<file path="src/sv/au_audio_stream_decoder_top_defines.svh">
// ----------------------------------------------------------------------------
// au_audio_stream_decoder_top_defines.svh
// Assertion macros shared by the audio stream decoder modules.
// ----------------------------------------------------------------------------
`ifndef AU_AUDIO_STREAM_DECODER_TOP_DEFINES_SVH
`define AU_AUDIO_STREAM_DECODER_TOP_DEFINES_SVH

`ifndef NO_ASSERTIONS

`define AU_ASSERT_ALWAYS(lbl, expr, msg) \
  lbl: assert property (@(posedge clk) disable iff (!rst_n) (expr)) else $error(msg);

`define AU_ASSERT_IMPLY(lbl, ante, cons, msg) \
  lbl: assert property (@(posedge clk) disable iff (!rst_n) (ante) |-> (cons)) \
    else $error(msg);

`define AU_ASSERT_NEXT(lbl, ante, cons, msg) \
  lbl: assert property (@(posedge clk) disable iff (!rst_n) (ante) |=> (cons)) \
    else $error(msg);

`else

`define AU_ASSERT_ALWAYS(lbl, expr, msg)

`define AU_ASSERT_IMPLY(lbl, ante, cons, msg)

`define AU_ASSERT_NEXT(lbl, ante, cons, msg)

`endif

`endif

</file>
<file path="src/sv/au_asd_pkg.sv">
// ----------------------------------------------------------------------------
// au_asd_pkg
// Types and codes shared by the audio stream decoder modules.
// ----------------------------------------------------------------------------
package au_asd_pkg;

  localparam logic [1:0] ENC_ULAW  = 2'd1;
  localparam logic [1:0] ENC_LIN8  = 2'd2;
  localparam logic [1:0] ENC_LIN16 = 2'd3;

  typedef enum logic [1:0] {
    PH_HEADER = 2'd0,
    PH_BODY   = 2'd1,
    PH_DRAIN  = 2'd2
  } phase_t;

  typedef enum logic [1:0] {
    KIND_HEADER = 2'd0,
    KIND_SAMPLE = 2'd1,
    KIND_DONE   = 2'd2,
    KIND_ERROR  = 2'd3
  } kind_t;

  typedef enum logic [2:0] {
    ERR_NONE      = 3'd0,
    ERR_MAGIC     = 3'd1,
    ERR_ENCODING  = 3'd2,
    ERR_CHANNELS  = 3'd3,
    ERR_TRUNCATED = 3'd4
  } err_t;

  typedef struct packed {
    logic        has_hdr;
    logic        has_smp;
    logic        has_tail;
    err_t        err;
    logic [31:0] rate;
    logic [1:0]  chans;
    logic [4:0]  bits;
    logic [31:0] length;
    logic [1:0]  mode;
    logic [15:0] raw;
  } cmd_t;

  typedef struct packed {
    kind_t              kind;
    logic signed [15:0] sample;
    logic [31:0]        sample_rate;
    logic [1:0]         channel_count;
    logic [4:0]         sample_bits;
    logic [31:0]        data_length;
    err_t               error_code;
    logic               is_last;
  } result_t;

endpackage

</file>
<file path="src/sv/au_asd_fifo.sv">
// ----------------------------------------------------------------------------
// au_asd_fifo
// Small register queue with push/full and pop/empty sides.
// ----------------------------------------------------------------------------
module au_asd_fifo #(
  parameter int WIDTH = 8,
  parameter int DEPTH = 4
) (
  input  logic             clk,
  input  logic             rst_n,
  input  logic             push,
  input  logic [WIDTH-1:0] din,
  output logic             full,
  input  logic             pop,
  output logic [WIDTH-1:0] dout,
  output logic             empty
);

  localparam int PW = (DEPTH > 1) ? $clog2(DEPTH) : 1;
  localparam int CW = $clog2(DEPTH + 1);

  logic [WIDTH-1:0] mem_r [DEPTH];
  logic [PW-1:0]    wr_ptr_r, wr_ptr_nxt;
  logic [PW-1:0]    rd_ptr_r, rd_ptr_nxt;
  logic [CW-1:0]    cnt_r, cnt_nxt;
  logic             do_push, do_pop;

  assign full    = (cnt_r == CW'(DEPTH));
  assign empty   = (cnt_r == '0);
  assign do_push = push && !full;
  assign do_pop  = pop && !empty;
  assign dout    = mem_r[rd_ptr_r];

  always_comb begin
    wr_ptr_nxt = wr_ptr_r;
    rd_ptr_nxt = rd_ptr_r;
    cnt_nxt    = cnt_r;
    if (do_push) begin
      wr_ptr_nxt = (wr_ptr_r == PW'(DEPTH - 1)) ? '0 : wr_ptr_r + 1'b1;
    end
    if (do_pop) begin
      rd_ptr_nxt = (rd_ptr_r == PW'(DEPTH - 1)) ? '0 : rd_ptr_r + 1'b1;
    end
    if (do_push && !do_pop) begin
      cnt_nxt = cnt_r + 1'b1;
    end else if (do_pop && !do_push) begin
      cnt_nxt = cnt_r - 1'b1;
    end
  end

  always_ff @(posedge clk) begin
    if (!rst_n) begin
      wr_ptr_r <= '0;
      rd_ptr_r <= '0;
      cnt_r    <= '0;
    end else begin
      wr_ptr_r <= wr_ptr_nxt;
      rd_ptr_r <= rd_ptr_nxt;
      cnt_r    <= cnt_nxt;
    end
  end

  always_ff @(posedge clk) begin
    if (do_push) begin
      mem_r[wr_ptr_r] <= din;
    end
  end

endmodule

</file>
<file path="src/sv/au_asd_front.sv">
// ----------------------------------------------------------------------------
// au_asd_front
// Header parser and byte classifier; issues one command per productive byte.
// ----------------------------------------------------------------------------
`include "au_audio_stream_decoder_top_defines.svh"

module au_asd_front import au_asd_pkg::*; (
  input  logic       clk,
  input  logic       rst_n,
  input  logic       take,
  input  logic [7:0] data_byte,
  input  logic       last_byte,
  output logic       cmd_push,
  output cmd_t       cmd
);

  localparam logic [31:0] MAGIC        = 32'h2E736E64;
  localparam logic [2:0]  FLD_OFFSET   = 3'd1;
  localparam logic [2:0]  FLD_LENGTH   = 3'd2;
  localparam logic [2:0]  FLD_ENCODING = 3'd3;
  localparam logic [2:0]  FLD_RATE     = 3'd4;
  localparam logic [2:0]  FLD_CHANNELS = 3'd5;

  phase_t      phase_r, phase_nxt, phase_step;
  logic [31:0] pos_r, pos_nxt;
  logic [31:0] consumed_r, consumed_nxt, consumed_inc;
  logic [23:0] gather_r, gather_nxt;
  logic [31:0] offset_r, offset_nxt;
  logic [31:0] count_r, count_nxt;
  logic [1:0]  mode_r, mode_nxt;
  logic [31:0] rate_r, rate_nxt;
  logic [7:0]  hi_r, hi_nxt;

  logic [31:0] word;
  logic [2:0]  field;
  logic        is_hdr, in_magic, word_end, hdr_word;
  logic        enc_ok, chan_ok;
  logic        bad_magic, bad_enc, bad_chan, any_err;
  logic        hdr_done, hdr_empty, data_hit, data_done, smp, finish, trunc;
  err_t        err_code;

  assign word         = {gather_r, data_byte};
  assign field        = pos_r[4:2];
  assign is_hdr       = (phase_r == PH_HEADER);
  assign in_magic     = (pos_r[31:2] == '0);
  assign word_end     = !in_magic && (pos_r[1:0] == 2'd3);
  assign hdr_word     = is_hdr && word_end;
  assign enc_ok       = (word == {30'd0, ENC_ULAW}) || (word == {30'd0, ENC_LIN8}) ||
                        (word == {30'd0, ENC_LIN16});
  assign chan_ok      = (word == 32'd1) || (word == 32'd2);
  assign bad_magic    = is_hdr && in_magic &&
                        (data_byte != MAGIC[{~pos_r[1:0], 3'b000} +: 8]);
  assign bad_enc      = hdr_word && (field == FLD_ENCODING) && !enc_ok;
  assign bad_chan     = hdr_word && (field == FLD_CHANNELS) && !chan_ok;
  assign any_err      = bad_magic || bad_enc || bad_chan;
  assign hdr_done     = hdr_word && (field == FLD_CHANNELS) && chan_ok;
  assign hdr_empty    = hdr_done && (count_r == '0);
  assign consumed_inc = consumed_r + 32'd1;
  assign data_hit     = (phase_r == PH_BODY) && (pos_r >= offset_r);
  assign data_done    = data_hit && (consumed_inc == count_r);
  assign smp          = data_hit && ((mode_r != ENC_LIN16) || consumed_r[0]);
  assign finish       = hdr_empty || data_done;

  // phase after this byte, before the end-of-file check
  always_comb begin
    phase_step = phase_r;
    if (finish || any_err) begin
      phase_step = PH_DRAIN;
    end else if (hdr_done) begin
      phase_step = PH_BODY;
    end
  end

  assign trunc = last_byte && (phase_step != PH_DRAIN);

  always_comb begin
    phase_nxt = phase_r;
    if (take) begin
      if (last_byte) begin
        phase_nxt = PH_HEADER;
      end else begin
        phase_nxt = phase_step;
      end
    end
  end

  always_comb begin
    if (bad_magic) begin
      err_code = ERR_MAGIC;
    end else if (bad_enc) begin
      err_code = ERR_ENCODING;
    end else if (bad_chan) begin
      err_code = ERR_CHANNELS;
    end else if (trunc) begin
      err_code = ERR_TRUNCATED;
    end else begin
      err_code = ERR_NONE;
    end
  end

  always_comb begin
    cmd.has_hdr  = hdr_done;
    cmd.has_smp  = smp;
    cmd.has_tail = finish || any_err || trunc;
    cmd.err      = err_code;
    cmd.rate     = rate_r;
    cmd.chans    = word[1:0];
    cmd.bits     = (mode_r == ENC_LIN8) ? 5'd8 : 5'd16;
    cmd.length   = count_r;
    cmd.mode     = mode_r;
    cmd.raw      = {hi_r, data_byte};
    cmd_push     = take && (hdr_done || smp || cmd.has_tail);
  end

  always_comb begin
    pos_nxt      = pos_r;
    consumed_nxt = consumed_r;
    gather_nxt   = gather_r;
    offset_nxt   = offset_r;
    count_nxt    = count_r;
    mode_nxt     = mode_r;
    rate_nxt     = rate_r;
    hi_nxt       = hi_r;
    if (take) begin
      pos_nxt = (&pos_r) ? pos_r : pos_r + 32'd1;
      if (is_hdr && !in_magic) begin
        gather_nxt = word[23:0];
      end
      if (hdr_word) begin
        unique case (field)
          FLD_OFFSET:   offset_nxt = word;
          FLD_LENGTH:   count_nxt  = word;
          FLD_ENCODING: begin
            if (enc_ok) begin
              mode_nxt = word[1:0];
            end
          end
          FLD_RATE:     rate_nxt   = word;
          default:      ;
        endcase
      end
      if (data_hit) begin
        consumed_nxt = consumed_inc;
        if ((mode_r == ENC_LIN16) && !consumed_r[0]) begin
          hi_nxt = data_byte;
        end
      end
      if (last_byte) begin
        pos_nxt      = '0;
        consumed_nxt = '0;
      end
    end
  end

  always_ff @(posedge clk) begin
    if (!rst_n) begin
      phase_r    <= PH_HEADER;
      pos_r      <= '0;
      consumed_r <= '0;
    end else begin
      phase_r    <= phase_nxt;
      pos_r      <= pos_nxt;
      consumed_r <= consumed_nxt;
    end
  end

  always_ff @(posedge clk) begin
    gather_r <= gather_nxt;
    offset_r <= offset_nxt;
    count_r  <= count_nxt;
    mode_r   <= mode_nxt;
    rate_r   <= rate_nxt;
    hi_r     <= hi_nxt;
  end

  `AU_ASSERT_IMPLY(a_hdr_smp_excl, cmd_push, !(cmd.has_hdr && cmd.has_smp), "header and sample in one command")
  `AU_ASSERT_NEXT(a_last_restart, take && last_byte, (pos_r == '0) && (consumed_r == '0) && (phase_r == PH_HEADER), "parser not restarted after final byte")
  `AU_ASSERT_IMPLY(a_hdr_pos_range, phase_r == PH_HEADER, pos_r < 32'd24, "header phase past header end")

endmodule

</file>
<file path="src/sv/au_asd_back.sv">
// ----------------------------------------------------------------------------
// au_asd_back
// Command executor: sample decode and expansion into result transactions.
// ----------------------------------------------------------------------------
`include "au_audio_stream_decoder_top_defines.svh"

module au_asd_back import au_asd_pkg::*; (
  input  logic    clk,
  input  logic    rst_n,
  input  cmd_t    cmd,
  input  logic    cmd_empty,
  output logic    cmd_pop,
  input  logic    out_full,
  output logic    out_push,
  output result_t res
);

  function automatic logic [15:0] mulaw_expand(input logic [7:0] code);
    logic [7:0]  u;
    logic [15:0] mag;
    u   = ~code;
    mag = (({9'd0, u[3:0], 3'b000} + 16'h0084) << u[6:4]) - 16'h0084;
    return u[7] ? (16'h0000 - mag) : mag;
  endfunction

  logic        sel_r, sel_nxt;
  logic        go, take_tail;
  logic [7:0]  lin8;
  logic [15:0] smp_val;

  assign go        = !cmd_empty && !out_full;
  assign take_tail = sel_r || !(cmd.has_hdr || cmd.has_smp);
  assign out_push  = go;
  assign cmd_pop   = go && (take_tail || !cmd.has_tail);
  assign lin8      = cmd.raw[7:0] ^ 8'h80;

  always_comb begin
    case (cmd.mode)
      ENC_LIN8:  smp_val = {{8{lin8[7]}}, lin8};
      ENC_LIN16: smp_val = cmd.raw;
      default:   smp_val = mulaw_expand(cmd.raw[7:0]);
    endcase
  end

  always_comb begin
    res = '0;
    if (take_tail) begin
      if (cmd.err == ERR_NONE) begin
        res.kind = KIND_DONE;
      end else begin
        res.kind = KIND_ERROR;
      end
      res.error_code = cmd.err;
      res.is_last    = 1'b1;
    end else if (cmd.has_hdr) begin
      res.kind          = KIND_HEADER;
      res.sample_rate   = cmd.rate;
      res.channel_count = cmd.chans;
      res.sample_bits   = cmd.bits;
      res.data_length   = cmd.length;
    end else begin
      res.kind   = KIND_SAMPLE;
      res.sample = smp_val;
    end
  end

  always_comb begin
    sel_nxt = sel_r;
    if (go) begin
      sel_nxt = !cmd_pop;
    end
  end

  always_ff @(posedge clk) begin
    if (!rst_n) begin
      sel_r <= 1'b0;
    end else begin
      sel_r <= sel_nxt;
    end
  end

  `AU_ASSERT_IMPLY(a_sel_has_pair, sel_r, !cmd_empty && cmd.has_tail && (cmd.has_hdr || cmd.has_smp), "second result without a paired command")
  `AU_ASSERT_IMPLY(a_pop_with_push, cmd_pop, out_push, "command dropped without a result")
  `AU_ASSERT_IMPLY(a_no_idle_cmd, !cmd_empty, cmd.has_hdr || cmd.has_smp || cmd.has_tail, "queued command yields nothing")
  `AU_ASSERT_NEXT(a_sel_hold, sel_r && !out_push, sel_r, "pending second result lost on stall")

endmodule

</file>
<file path="src/sv/au_audio_stream_decoder_top.sv">
// ----------------------------------------------------------------------------
// au_audio_stream_decoder_top
// AU stream decoder: header parse, then linear or mu-law sample output.
// ----------------------------------------------------------------------------
// Channel   Handshake     Payload
// input     push / full   in_data_byte, in_last_byte
// result    pop / empty   out_kind .. out_is_last
//
// One byte is accepted per cycle while the command queue has room.
// The back end writes one result per cycle while a command is queued and the
// result queue has room; a byte that yields two results holds its command until
// both are written. Commands and results each pass through a queue.
// Reset is synchronous and clears both queues and the parser.
// With pop low the result queue fills, then the command queue, then full rises.
// ----------------------------------------------------------------------------
module au_audio_stream_decoder_top import au_asd_pkg::*; #(
  parameter int CMD_DEPTH = 4,
  parameter int OUT_DEPTH = 2
) (
  input  logic               clk,
  input  logic               rst_n,
  input  logic               push,
  output logic               full,
  input  logic [7:0]         in_data_byte,
  input  logic               in_last_byte,
  input  logic               pop,
  output logic               empty,
  output logic [1:0]         out_kind,
  output logic signed [15:0] out_sample,
  output logic [31:0]        out_sample_rate,
  output logic [1:0]         out_channel_count,
  output logic [4:0]         out_sample_bits,
  output logic [31:0]        out_data_length,
  output logic [2:0]         out_error_code,
  output logic               out_is_last
);

  localparam int CMD_W = $bits(cmd_t);
  localparam int RES_W = $bits(result_t);

  logic       take;
  logic       cmd_push, cmd_pop, cmd_empty, res_push, res_full;
  cmd_t       cmd_in, cmd_out;
  result_t    res_in, res_out;
  logic [CMD_W-1:0] cmd_dout;
  logic [RES_W-1:0] res_dout;

  assign take    = push && !full;
  assign cmd_out = cmd_t'(cmd_dout);
  assign res_out = result_t'(res_dout);

  au_asd_front u_front (
    .clk       (clk),
    .rst_n     (rst_n),
    .take      (take),
    .data_byte (in_data_byte),
    .last_byte (in_last_byte),
    .cmd_push  (cmd_push),
    .cmd       (cmd_in)
  );

  au_asd_fifo #(.WIDTH(CMD_W), .DEPTH(CMD_DEPTH)) u_cmd_q (
    .clk   (clk),
    .rst_n (rst_n),
    .push  (cmd_push),
    .din   (cmd_in),
    .full  (full),
    .pop   (cmd_pop),
    .dout  (cmd_dout),
    .empty (cmd_empty)
  );

  au_asd_back u_back (
    .clk       (clk),
    .rst_n     (rst_n),
    .cmd       (cmd_out),
    .cmd_empty (cmd_empty),
    .cmd_pop   (cmd_pop),
    .out_full  (res_full),
    .out_push  (res_push),
    .res       (res_in)
  );

  au_asd_fifo #(.WIDTH(RES_W), .DEPTH(OUT_DEPTH)) u_res_q (
    .clk   (clk),
    .rst_n (rst_n),
    .push  (res_push),
    .din   (res_in),
    .full  (res_full),
    .pop   (pop),
    .dout  (res_dout),
    .empty (empty)
  );

  assign out_kind          = res_out.kind;
  assign out_sample        = res_out.sample;
  assign out_sample_rate   = res_out.sample_rate;
  assign out_channel_count = res_out.channel_count;
  assign out_sample_bits   = res_out.sample_bits;
  assign out_data_length   = res_out.data_length;
  assign out_error_code    = res_out.error_code;
  assign out_is_last       = res_out.is_last;

endmodule

</file>
<file path="config.mk">
export PLATFORM = sky130hd
export DESIGN_NAME = au_audio_stream_decoder_top
export DESIGN_NICKNAME = d
export VERILOG_FILES = /design/src/sv/au_asd_pkg.sv /design/src/sv/au_asd_fifo.sv /design/src/sv/au_asd_front.sv /design/src/sv/au_asd_back.sv /design/src/sv/au_audio_stream_decoder_top.sv
export VERILOG_INCLUDE_DIRS = /design/src /design/src/sv
export SDC_FILE = /design/constraint.sdc
export NUM_CORES = 1
export LEC_CHECK = 0
export BUFFER_PORTS_ARGS = -buffer_cell sky130_fd_sc_hd__buf_2
export CORE_ASPECT_RATIO = 0.6
export CORE_UTILIZATION = 55
export DETAILED_ROUTE_END_ITERATION = 6
export GPL_ROUTABILITY_DRIVEN = 0
export HOLD_SLACK_MARGIN = 0.05
export PLACE_DENSITY = 0.72
export SETUP_SLACK_MARGIN = 0.4
export SLEW_MARGIN = 15
export SYNTH_ARGS = -nofsm -noshare
export SYNTH_HDL_FRONTEND = slang
export SYNTH_SLANG_ARGS = --single-unit
</file>
<file path="constraint.sdc">
create_clock -name clk -period 5.95 [get_ports clk]
set_input_delay 1.19 -clock clk [delete_from_list [all_inputs] [get_ports clk]]
set_output_delay 1.19 -clock clk [all_outputs]
set_load 0.02 [all_outputs]
</file>
; ---- Word-level counts from Yosys, hierarchy flattened
; Memory sizes are Yosys's and may differ from the RTL's. A register that Yosys moved wholly into a read port is not among the register bits.
; Index checks and enable logic that the tools add are counted.
[word_totals]
register_bits = 208
ramBits = 566
out_inout_bits = 95
elab_cells = 171
memories = 2
[classes]
n_addsub = 13
magnitude_cmp = 1
n_eq_ne = 23
shifts = 2
mux = 37
bitwise = 3
n_reduce_logical = 74
[memory_table]
columns = memory, words, width, read_ports, rd_ports_with_merged_regs, write_ports, line_no
row1 = u_cmd_q.mem_r, 4, 95, 1, 1, 1, au_asd_fifo.sv:22  ; logic [WIDTH-1:0] mem_r [DEPTH];
row2 = u_res_q.mem_r, 2, 93, 1, 1, 1, au_asd_fifo.sv:22
[op_table]
columns = op, n
row1 = 32-bit two-way mux, 4
row2 = 87-bit two-way mux, 1
row3 = 71-bit two-way mux, 1
row4 = "32-bit by 1-bit adder with 32-bit output, second input constant", 2
row5 = "32-bit by 2-bit == test with 1-bit output, second input constant", 2
row6 = "32-bit by 1-bit == test with 1-bit output, second input constant", 1
row7 = 32-bit == test, 1
row8 = 32-bit greater-or-equal comparator, 1
row9 = 32-bit logical NOT, 1
row10 = 16-bit two-way mux, 2
row11 = 16-bit case mux with 2 select lines, 1
row12 = 32-bit AND reduction, 1
row13 = "32-bit by 6-bit variable part select with 8-bit output, first input constant", 1
row14 = 30-bit logical NOT, 1
row15 = 1-bit logical AND, 28
row16 = 2-bit two-way mux, 10
row17 = 3-bit two-way mux, 6
row18 = "2-bit == test, second input constant", 8
row19 = 16-bit by 3-bit left shift with 16-bit output, 1
row20 = "1-bit by 16-bit subtractor with 16-bit output, first input constant", 1
row21 = "16-bit by 8-bit subtractor with 16-bit output, second input constant", 1
row22 = 1-bit logical NOT, 15
row23 = 1-bit logical OR, 13
row24 = 3-bit AND reduction, 4
row25 = 23 further kinds, 46

; ---- Depth between registers and ports, before layout
; Gate-level depths: netlist (run 1).
[depth]
ltp_word = 20
mapped_depth = 17
ltp_nobuf = 16

; ---- Hierarchy
; Synthesis (run 1) repeated with hierarchy kept, for this count alone.
[unflattened]
hier_cells = 2041
area_unflattened_um2 = 32687.6
[modules_own_cells]
columns = module, instances, cells_per_inst, area_per_inst_um2, seq_area_each_um2
row1 = au_asd_fifo (u_cmd_q), 1, 548, 14226.1, 11591.1
row2 = au_asd_front, 1, 888, 9529.1, 5225.0
row3 = au_asd_fifo (u_res_q), 1, 314, 6962.9, 5685.5
row4 = au_asd_back, 1, 290, 1955.6, 20.0
row5 = au_audio_stream_decoder_top, 1, 1, 13.8, 0.0

; ---- Worst setup path before layout (run 1)
; OpenSTA, ideal clock, no wires.
[synth_timing]
path_type = input to register
start = input in_data_byte[3]
end = memory u_cmd_q.mem_r[3][10] (netlist name) (enable)
t_arrival_ns = 4.962
required_ns = 5.491
path_slack_ns = 0.529
cell_stages = 9
n_path_buf = 0
path_cell_list = nor4_1 nand4_1 nor3_1 and2_1 o21ai_0 and4_1 a31o_2 a31oi_2 and2_1
[synth_via]
elab_chain_len = 17
[synth_lines]
columns = element, line_no
row1 = start: declaration, au_audio_stream_decoder_top.sv:24  ; input logic [7:0] in_data_byte,
row2 = 32-bit by 1-bit == test with 1-bit output / 32-bit by 2-bit == test with 1-bit output (equally long branches), "au_asd_front.sv:48, au_asd_front.sv:50"
row3 = 1-bit logical OR, "au_asd_front.sv:48, au_asd_front.sv:50"
row4 = 1-bit logical OR, au_asd_front.sv:48  ; assign enc_ok = (word == {30'd0, ENC_ULAW}) || (word == {30'd0, ENC_LIN8}) ||
row5 = 1-bit logical NOT, au_asd_front.sv:53  ; assign bad_enc = hdr_word && (field == FLD_ENCODING) && !enc_ok;
row6 = 1-bit logical AND, au_asd_front.sv:53
row7 = 1-bit logical OR (2 in series), au_asd_front.sv:55  ; assign any_err = bad_magic || bad_enc || bad_chan;
row8 = 1-bit logical OR, "au_asd_front.sv:67, au_asd_front.sv:104"
row9 = 2-bit two-way mux, au_asd_front.sv:67  ; if (finish || any_err) begin
row10 = 2-bit != test, au_asd_front.sv:74  ; assign trunc = last_byte && (phase_step != PH_DRAIN);
row11 = 1-bit logical AND, au_asd_front.sv:74
row12 = 1-bit logical OR, au_asd_front.sv:104  ; cmd.has_tail = finish || any_err || trunc;
row13 = 1-bit logical OR *, au_asd_front.sv:112  ; cmd_push = take && (hdr_done || smp || cmd.has_tail);
row14 = 1-bit logical AND *, au_asd_front.sv:112
row15 = 1-bit logical AND *, au_asd_fifo.sv:30  ; assign do_push = push && !full;
row16 = named net u_cmd_q.do_push, au_asd_fifo.sv:26  ; logic do_push, do_pop;
row17 = 1-bit two-way mux *, au_asd_fifo.sv:64  ; if (do_push) begin
row18 = 1-bit two-way mux (not written as such) *, au_asd_fifo.sv:65  ; mem_r[wr_ptr_r] <= din;
row19 = end: declaration, au_asd_fifo.sv:22
; Mark *: on every way through the listed nets, which the timed path passes. The rest lies on a longest branch.

; ---- Worst setup path after layout (run 1)
[layout_timing]
start = register u_front.consumed_r[7]
end = register u_cmd_q.cnt_r[2]
[layout_via]
elab_chain_len = 15
[layout_lines]
columns = element, line_no
row1 = start: declaration, au_asd_front.sv:26  ; logic [31:0] consumed_r, consumed_nxt, consumed_inc;
row2 = start signal: assignment, au_asd_front.sv:163  ; consumed_r <= consumed_nxt;
row3 = 32-bit by 1-bit adder with 32-bit output *, au_asd_front.sv:58  ; assign consumed_inc = consumed_r + 32'd1;
row4 = 32-bit == test *, au_asd_front.sv:60  ; assign data_done = data_hit && (consumed_inc == count_r);
row5 = 1-bit logical AND *, au_asd_front.sv:60
row6 = 1-bit logical OR *, au_asd_front.sv:62  ; assign finish = hdr_empty || data_done;
row7 = 1-bit logical OR *, "au_asd_front.sv:67, au_asd_front.sv:104"
row8 = 2-bit two-way mux, au_asd_front.sv:67
row9 = 2-bit != test, au_asd_front.sv:74
row10 = 1-bit logical AND, au_asd_front.sv:74
row11 = 1-bit logical OR *, au_asd_front.sv:104
row12 = 1-bit logical OR *, au_asd_front.sv:112
row13 = 1-bit logical AND *, au_asd_front.sv:112
row14 = 1-bit logical AND *, au_asd_fifo.sv:30
row15 = named net u_cmd_q.do_push, au_asd_fifo.sv:26
row16 = 1-bit logical NOT, au_asd_fifo.sv:46  ; end else if (do_pop && !do_push) begin
row17 = 1-bit logical AND, au_asd_fifo.sv:46
row18 = 2-bit nonzero test (no line), -
row19 = end signal: assignment, au_asd_fifo.sv:59  ; cnt_r <= cnt_nxt;
row20 = end: declaration, au_asd_fifo.sv:25  ; logic [CW-1:0] cnt_r, cnt_nxt;
; Marks and branches as above.
; A chain may end at the register's enable or synchronous reset.

==> impl_metrics.tcl, run 1 <==
set metrics [dict create \
    grt_busiest_layer "met1" \
    setup_violations 0 \
    final.setup_skew_ps 25.2 \
    synth_top_area_cell "edfxtp_1" \
    drv_cap 0 \
    arrival_ps 5550 \
    syn_area_per_cell_um2 15.9 \
    ctsHoldBuffers 0 \
    clk_latency_ps 610 \
    async_flop_share_pct 0 \
    fin_nets 2135 \
    finalMaxSlewViolations 0 \
    fin_crit_sh_pct 84.6 \
    synth_edf_count 668 \
    antenna_found_initial 1 \
    crit_top_cell "nand4_1" \
    design_area_um2 34600 \
    crit_type "flip-flop to flip-flop" \
    outcome "finished, final reports clean" \
    port_buffers 104 \
    synth-seq-cells 749 \
    synthXorXnorAreaFrac_pct 2.85 \
    drive_gt1_share_pct 21.1 \
    drt_first_iter_violations 1997 \
    setup-tns-final_ps 0 \
    cts_root_buf "clkbuf_16" \
    drcViolationCount 0 \
    vias 17558 \
    place_inst 2759 \
    worst_pin_slew_ps 1060 \
    grt_pass1_vias 16910 \
    cp_slowest_cell "nor3_1" \
    final_common_cell "edfxtp_1" \
    hold_viol_final 0 \
    fmax_ghz 0.199 \
    dr.pass1.iters 5 \
    synth_top_family_by_area "multiplexers" \
    worstSetupStartpointType "flip-flop" \
    crit_chain "nand4_1 > nor3_1 > nand3_1 > xnor2_1 > or4_1 > nor4_1 > nand4_1 > a31oi_2 > ha_1 > inv_1 > fa_1 > xor2_1 > or3_1 > a21oi_1" \
    synth_compound_area_share_pct 4.82 \
    ant_nets 0 \
    die_y_um 186 \
    die-area_um2 57700 \
    fin_cells 2882 \
    yosysTopAreaCellShare_pct 64.3 \
    crit_fanout 8 \
    cts.clk_slew.worst_paths_ps 60 \
    critical-path-max-stage-delay_ps 810 \
    grt.total_usage_pct 24.5 \
    area_growth_pct 11.1 \
    rsz0062_at_grt "false" \
    post_cts_resized 0 \
    use_met3_pct 7.62 \
    vdd_drop_max_v 0.000245 \
    cts_setup_buffers 0 \
    synth.area.mux_share_pct 10.1 \
    synth_area_um2 31200 \
    syn_inst 1963 \
    cp-end-kind "flip-flop" \
    place_area_um2 32600 \
    synthAdderAreaFrac_pct 2.11 \
    period_needed_ps 5030 \
    cts_tree "built" \
    numCtsBuffers 68 \
    slew_headroom_pct 28.9 \
    start_util_pct 55.8 \
    p_per_area_nw_per_um2 436 \
    grt_pass1_wl_um 105000 \
    met2_usage_pct 33.9 \
    rows 67 \
    coreArea_um2 55900 \
    grt_max_degree 72 \
    io_pins 108 \
    die_w_um 309 \
    hpwlAfterDp_um 45500 \
    wl_per_cell_um 24.3 \
    routed_wl_um 69900 \
    htree_levels 3 \
    overflow 0 \
    cp.required_ps 6460 \
    clock-sinks 749 \
    min_path_type "flip-flop to flip-flop" \
    final_cell_mix "edfxtp_1, buf_2, nor2_1, mux2_2, mux4_2" \
    yosys-top-cells-area "edfxtp_1, mux4_2, dfxtp_1" \
    yosysSeqAreaShare_pct 69.5 \
    synth_warnings 0 \
    met1_usage_pct 37.8 \
    vias_per_cell 6.09 \
    p_leak_nw 11.6 \
    clock_path_buffers 3 \
    ys_types 85 \
    ys.flop_type "edfxtp_1" \
    synthSimpleGateAreaFrac_pct 8.58 \
]
==> flip-flops by register name, summed over array words and instances (netlist names), 3 cells and up, named ones only <==
| signal | flops |
|---|---|
| u_cmd_q.mem_r | 360 |
| u_res_q.mem_r | 178 |
| u_front.consumed_r | 32 |
| u_front.count_r | 32 |
| u_front.offset_r | 32 |
| u_front.pos_r | 32 |
| u_front.rate_r | 32 |
| u_front.gather_r | 24 |
| u_front.hi_r | 8 |
| u_cmd_q.cnt_r | 3 |
==> cells by family after synthesis <==
group | count (synthesis)
buffers and inverters | 153
XOR/XNOR | 99
other | 1
adder cells (fa/ha/maj) | 52
AO/OA/AOI/OAI | 221
flip-flops | 749
multiplexers | 193
AND/OR/NAND/NOR | 495
==> metal layers <==
metal | wire length (µm) | vias to the layer above
met2 | 29700 | 838
met4 | 1450 | 0
met1 | 31400 | 8854
li1 | - | 7760
met3 | 7330 | 106
met5 | 0 | -
==> critical path, delay by kind of cell (launching register included) <==
kind,cells,cell delay [ps]
buffers and inverters,1,70
AOI/OAI and AO/OA,2,700
xor gates and xnor gates,2,370
and+or+nand+nor,7,2610
adders and majority gates,2,680
DFF,1,480
==> power breakdown <==
part | internal (mW) | switching, mW
Sequential | 6.69 | 0.279
Combinational | 1.55 | 2.46
Clock | 2.25 | 1.87
==> cells in the mapped netlist, types with 12 or more instances <==
library cell / instances
clkbuf_1: 68
edfxtp_1: 668
nand2_1: 73
nand4_1: 33
xor2_1: 42
or3_1: 16
mux2_2: 91
xnor2_1: 55
a211oi_1: 28
and4_1: 16
o21ai_0: 33
dfxtp_1: 81
and2_1: 12
and3_1: 20
mux4_2: 89
a21oi_1: 66
nor4_1: 32
nand3_1: 37
nor3_1: 31
a21o_1: 18
nor2b_1: 81
nor2_1: 103
inv_1: 56
ha_1: 51
==> cell type report <==
type | instances | area, µm²
Antenna cell | 1 | 2.50
Clock inverter | 26 | 193
Multi-Input combinational cell | 1063 | 8950
Timing Repair Buffer | 131 | 773
Sequential cell | 749 | 21700
Tap cell | 759 | 950
Fill cell | 4002 | 21300
Clock buffer | 96 | 1870
Inverter | 57 | 214
==> metrics by stage <==
| stage | total power [mW] | hold WS, ps | setup slack [ps] | util (%) |
|---|---|---|---|---|
| after floorplan | 9.91 | 459 | 529 | - |
| after global placement | 11.0 | 469 | 1240 | 58.3 |
| after detailed placement | 11.1 | 478 | 1140 | 58.3 |
| after CTS | 15.2 | 487 | 1140 | 62.0 |
| after global routing | 15.7 | 510 | 690 | 62.0 |
| final | 15.1 | 488 | 919 | 62.0 |
==> path summary, 6_finish.rpt <==
kind | to | start | slack [ps] | cells after the start
min | flip-flop | u_cmd_q.rd_ptr_r[0]$_SDFFE_PN0P_ | 490 | 2
max | u_cmd_q.cnt_r[2]$_SDFFE_PN0P_ | u_front.consumed_r[7]$_SDFFE_PN0P_ | 920 | 14
max reg2reg | u_cmd_q.cnt_r[2]$_SDFFE_PN0P_ | u_front.consumed_r[7]$_SDFFE_PN0P_ | 920 | 14
min reg2reg | flip-flop | u_cmd_q.rd_ptr_r[0]$_SDFFE_PN0P_ | 490 | 2
Note: power is estimated with default switching activity, not from simulation.
==> inputs of run 2 (changes only) <==
==> constraint.sdc (replaced) <==
create_clock -name clk -period 5.3 [get_ports clk]
set_input_delay 1.06 -clock clk [delete_from_list [all_inputs] [get_ports clk]]
set_output_delay 1.06 -clock clk [all_outputs]
set_load 0.02 [all_outputs]
==> impl_metrics.tcl, run 2 (synthesized netlist as in run 1, its figures left out) <==
set metrics [dict create \
    grt_max_degree 72 \
    final.setup_skew_ps 35.8 \
    slew_headroom_pct 32.5 \
    drcViolationCount 0 \
    wl_per_cell_um 24.0 \
    worstSetupStartpointType "flip-flop" \
    setup_violations 0 \
    swShare_pct 30.1 \
    pwr-share-comb_pct 26.4 \
    clkPwrFrac_pct 28.5 \
    fmax_ghz 0.216 \
    p_int_mw 12.1 \
    period_needed_ps 4620 \
    cp-end-kind "flip-flop" \
    crit_type "flip-flop to flip-flop" \
    top_regs "u_cmd_q.mem_r: 360 flops, u_res_q.mem_r: 178 flops" \
    vias 17644 \
    p_switching_mw 5.20 \
    drv_cap 0 \
    drt_first_iter_violations 2202 \
    num-fill-cells 3923 \
    area_growth_pct 12.2 \
    total_power_mw 17.3 \
    worst_pin_slew_ps 1010 \
    p_per_area_nw_per_um2 494 \
    die-area_um2 57700 \
    die_w_um 309 \
    largest_register_ffs 360 \
    io_pins 108 \
    cts_root_buf "clkbuf_16" \
    arrival_ps 5150 \
    fin_nets 2146 \
    startpoint "u_front.consumed_r[0]$_SDFFE_PN0P_" \
    hold_viol_final 0 \
    grt.total_usage_pct 24.4 \
    cts_tree "built" \
    p_leak_nw 11.8 \
    min_from "u_cmd_q.rd_ptr_r[0]$_SDFFE_PN0P_" \
    finalMaxSlewViolations 0 \
    pre_cts_slack_ps 471 \
    crit_fanout 9 \
    die_y_um 186 \
    outcome "finished, final reports clean" \
    start_util_pct 55.8 \
    htree_levels 3 \
    antenna_found_initial 1 \
    clock-sinks 749 \
    setup-tns-final_ps 0 \
    numCtsBuffers 69 \
    port_buffers 104 \
    largest-register "u_cmd_q.mem_r" \
    grt_pass1_wl_um 105000 \
    vias_per_cell 6.09 \
    drive_gt1_share_pct 21.7 \
    vdd_drop_max_v 0.000385 \
    routed_wl_um 69300 \
    dr.pass1.iters 5 \
    ant_nets 0 \
    multiInputGateArea_um2 8970 \
    min_path_type "flip-flop to flip-flop" \
    fin_ws_ps 677 \
    cp.required_ps 5820 \
    hpwlAfterDp_um 45800 \
    final_common_cell "edfxtp_1" \
    rows 67 \
    coreArea_um2 55900 \
    overflow 0 \
    seq_power_share_pct 45.1 \
    cts.clk_slew.worst_paths_ps 60 \
    hold-worst-slack_ps 491 \
    seq_area_um2 21700 \
    r2r_start "u_front.consumed_r[0]$_SDFFE_PN0P_" \
    clk_latency_ps 620 \
    grt_pass1_vias 17197 \
    final_cell_mix "edfxtp_1, buf_2, nor2_1, mux2_2, mux4_2" \
    clock_path_buffers 3 \
    rsz0062_at_grt "false" \
    fin_crit_sh_pct 87.2 \
]
[run 2: cell count changes in the layout (fill, tap and decap cells not counted), moves of 2 or more]
cell / previous run / this run
clkbuf_8: 2 / 6
buf_12: 4 / 10
bufinv_16: 1 / 5
clkinv_1: 7 / 9
clkbuf_1: 24 / 19
buf_4: 23 / 27
clkinv_2: 11 / 9
[run 2: worst max-delay path, cell delays in order, from the launching register on]
cell,delay (ps)
dfxtp_1,530
ha_1,380
nand4_1,250
nor2_1,210
nand4_1,140
xnor2_1,160
or4_1,500
nor4_1,420
nand4_1,150
buf_4,190
a31oi_4,300
ha_1,250
inv_1,60
fa_1,370
xor2_1,180
or3_1,310
a21oi_1,150
[run 2: layout make-up]
class,count,share of cell area [%]
antenna,1,0.00715
clock buffer,96,5.52
clock inverter,29,0.873
inverter,57,0.612
multi-input combinational,1063,25.6
sequential,749,62.0
tap,759,2.71
timing repair buffer,141,2.64
[run 2: per-layer routing]
metal,global-route usage (%),up-vias,share of wire [%]
met5,0,-,0
met4,6.26,0,2.1
met3,5.28,114,8.5
met2,34.6,726,44
met1,38.3,9004,46
li1,-,7800,-
[run 2: timing repair]
item,4_1_cts,5_1_grt
resized for setup,0,1
hold buffers,0,0
hold endpoints to repair,0,0
setup endpoints to repair,0,1
buffers inserted,0,1
[run 2: path summary, 6_finish.rpt]
path                                        end  slack (ps)  depth (start not counted)
setup / recovery  u_cmd_q.cnt_r[2]$_SDFFE_PN0P_         680                         16
hold / removal                        flip-flop         490                          2
setup reg to reg  u_cmd_q.cnt_r[2]$_SDFFE_PN0P_         680                         16
hold reg to reg                       flip-flop         490                          2
[run 2: per-stage QoR]
stage / cell area (µm²) / utilization, % / instances
finish: 35000 / 62.6 / 2895
global route: 35000 / 62.6 / 2894
CTS: 35000 / 62.5 / 2893
detailed placement: 32700 / 58.5 / 2768
global placement: 32700 / 58.5 / 2768
floorplan: 31200 / - / 1965
[run 2: power groups by stage]
stage,clock [mW],sequential [mW],combinational [mW]
after floorplan,0,7.80,3.30
after global placement,0,7.86,4.48
after detailed placement,0,7.92,4.55
after CTS,5.00,7.80,4.59
after global routing,5.23,7.87,4.90
final,4.93,7.79,4.57
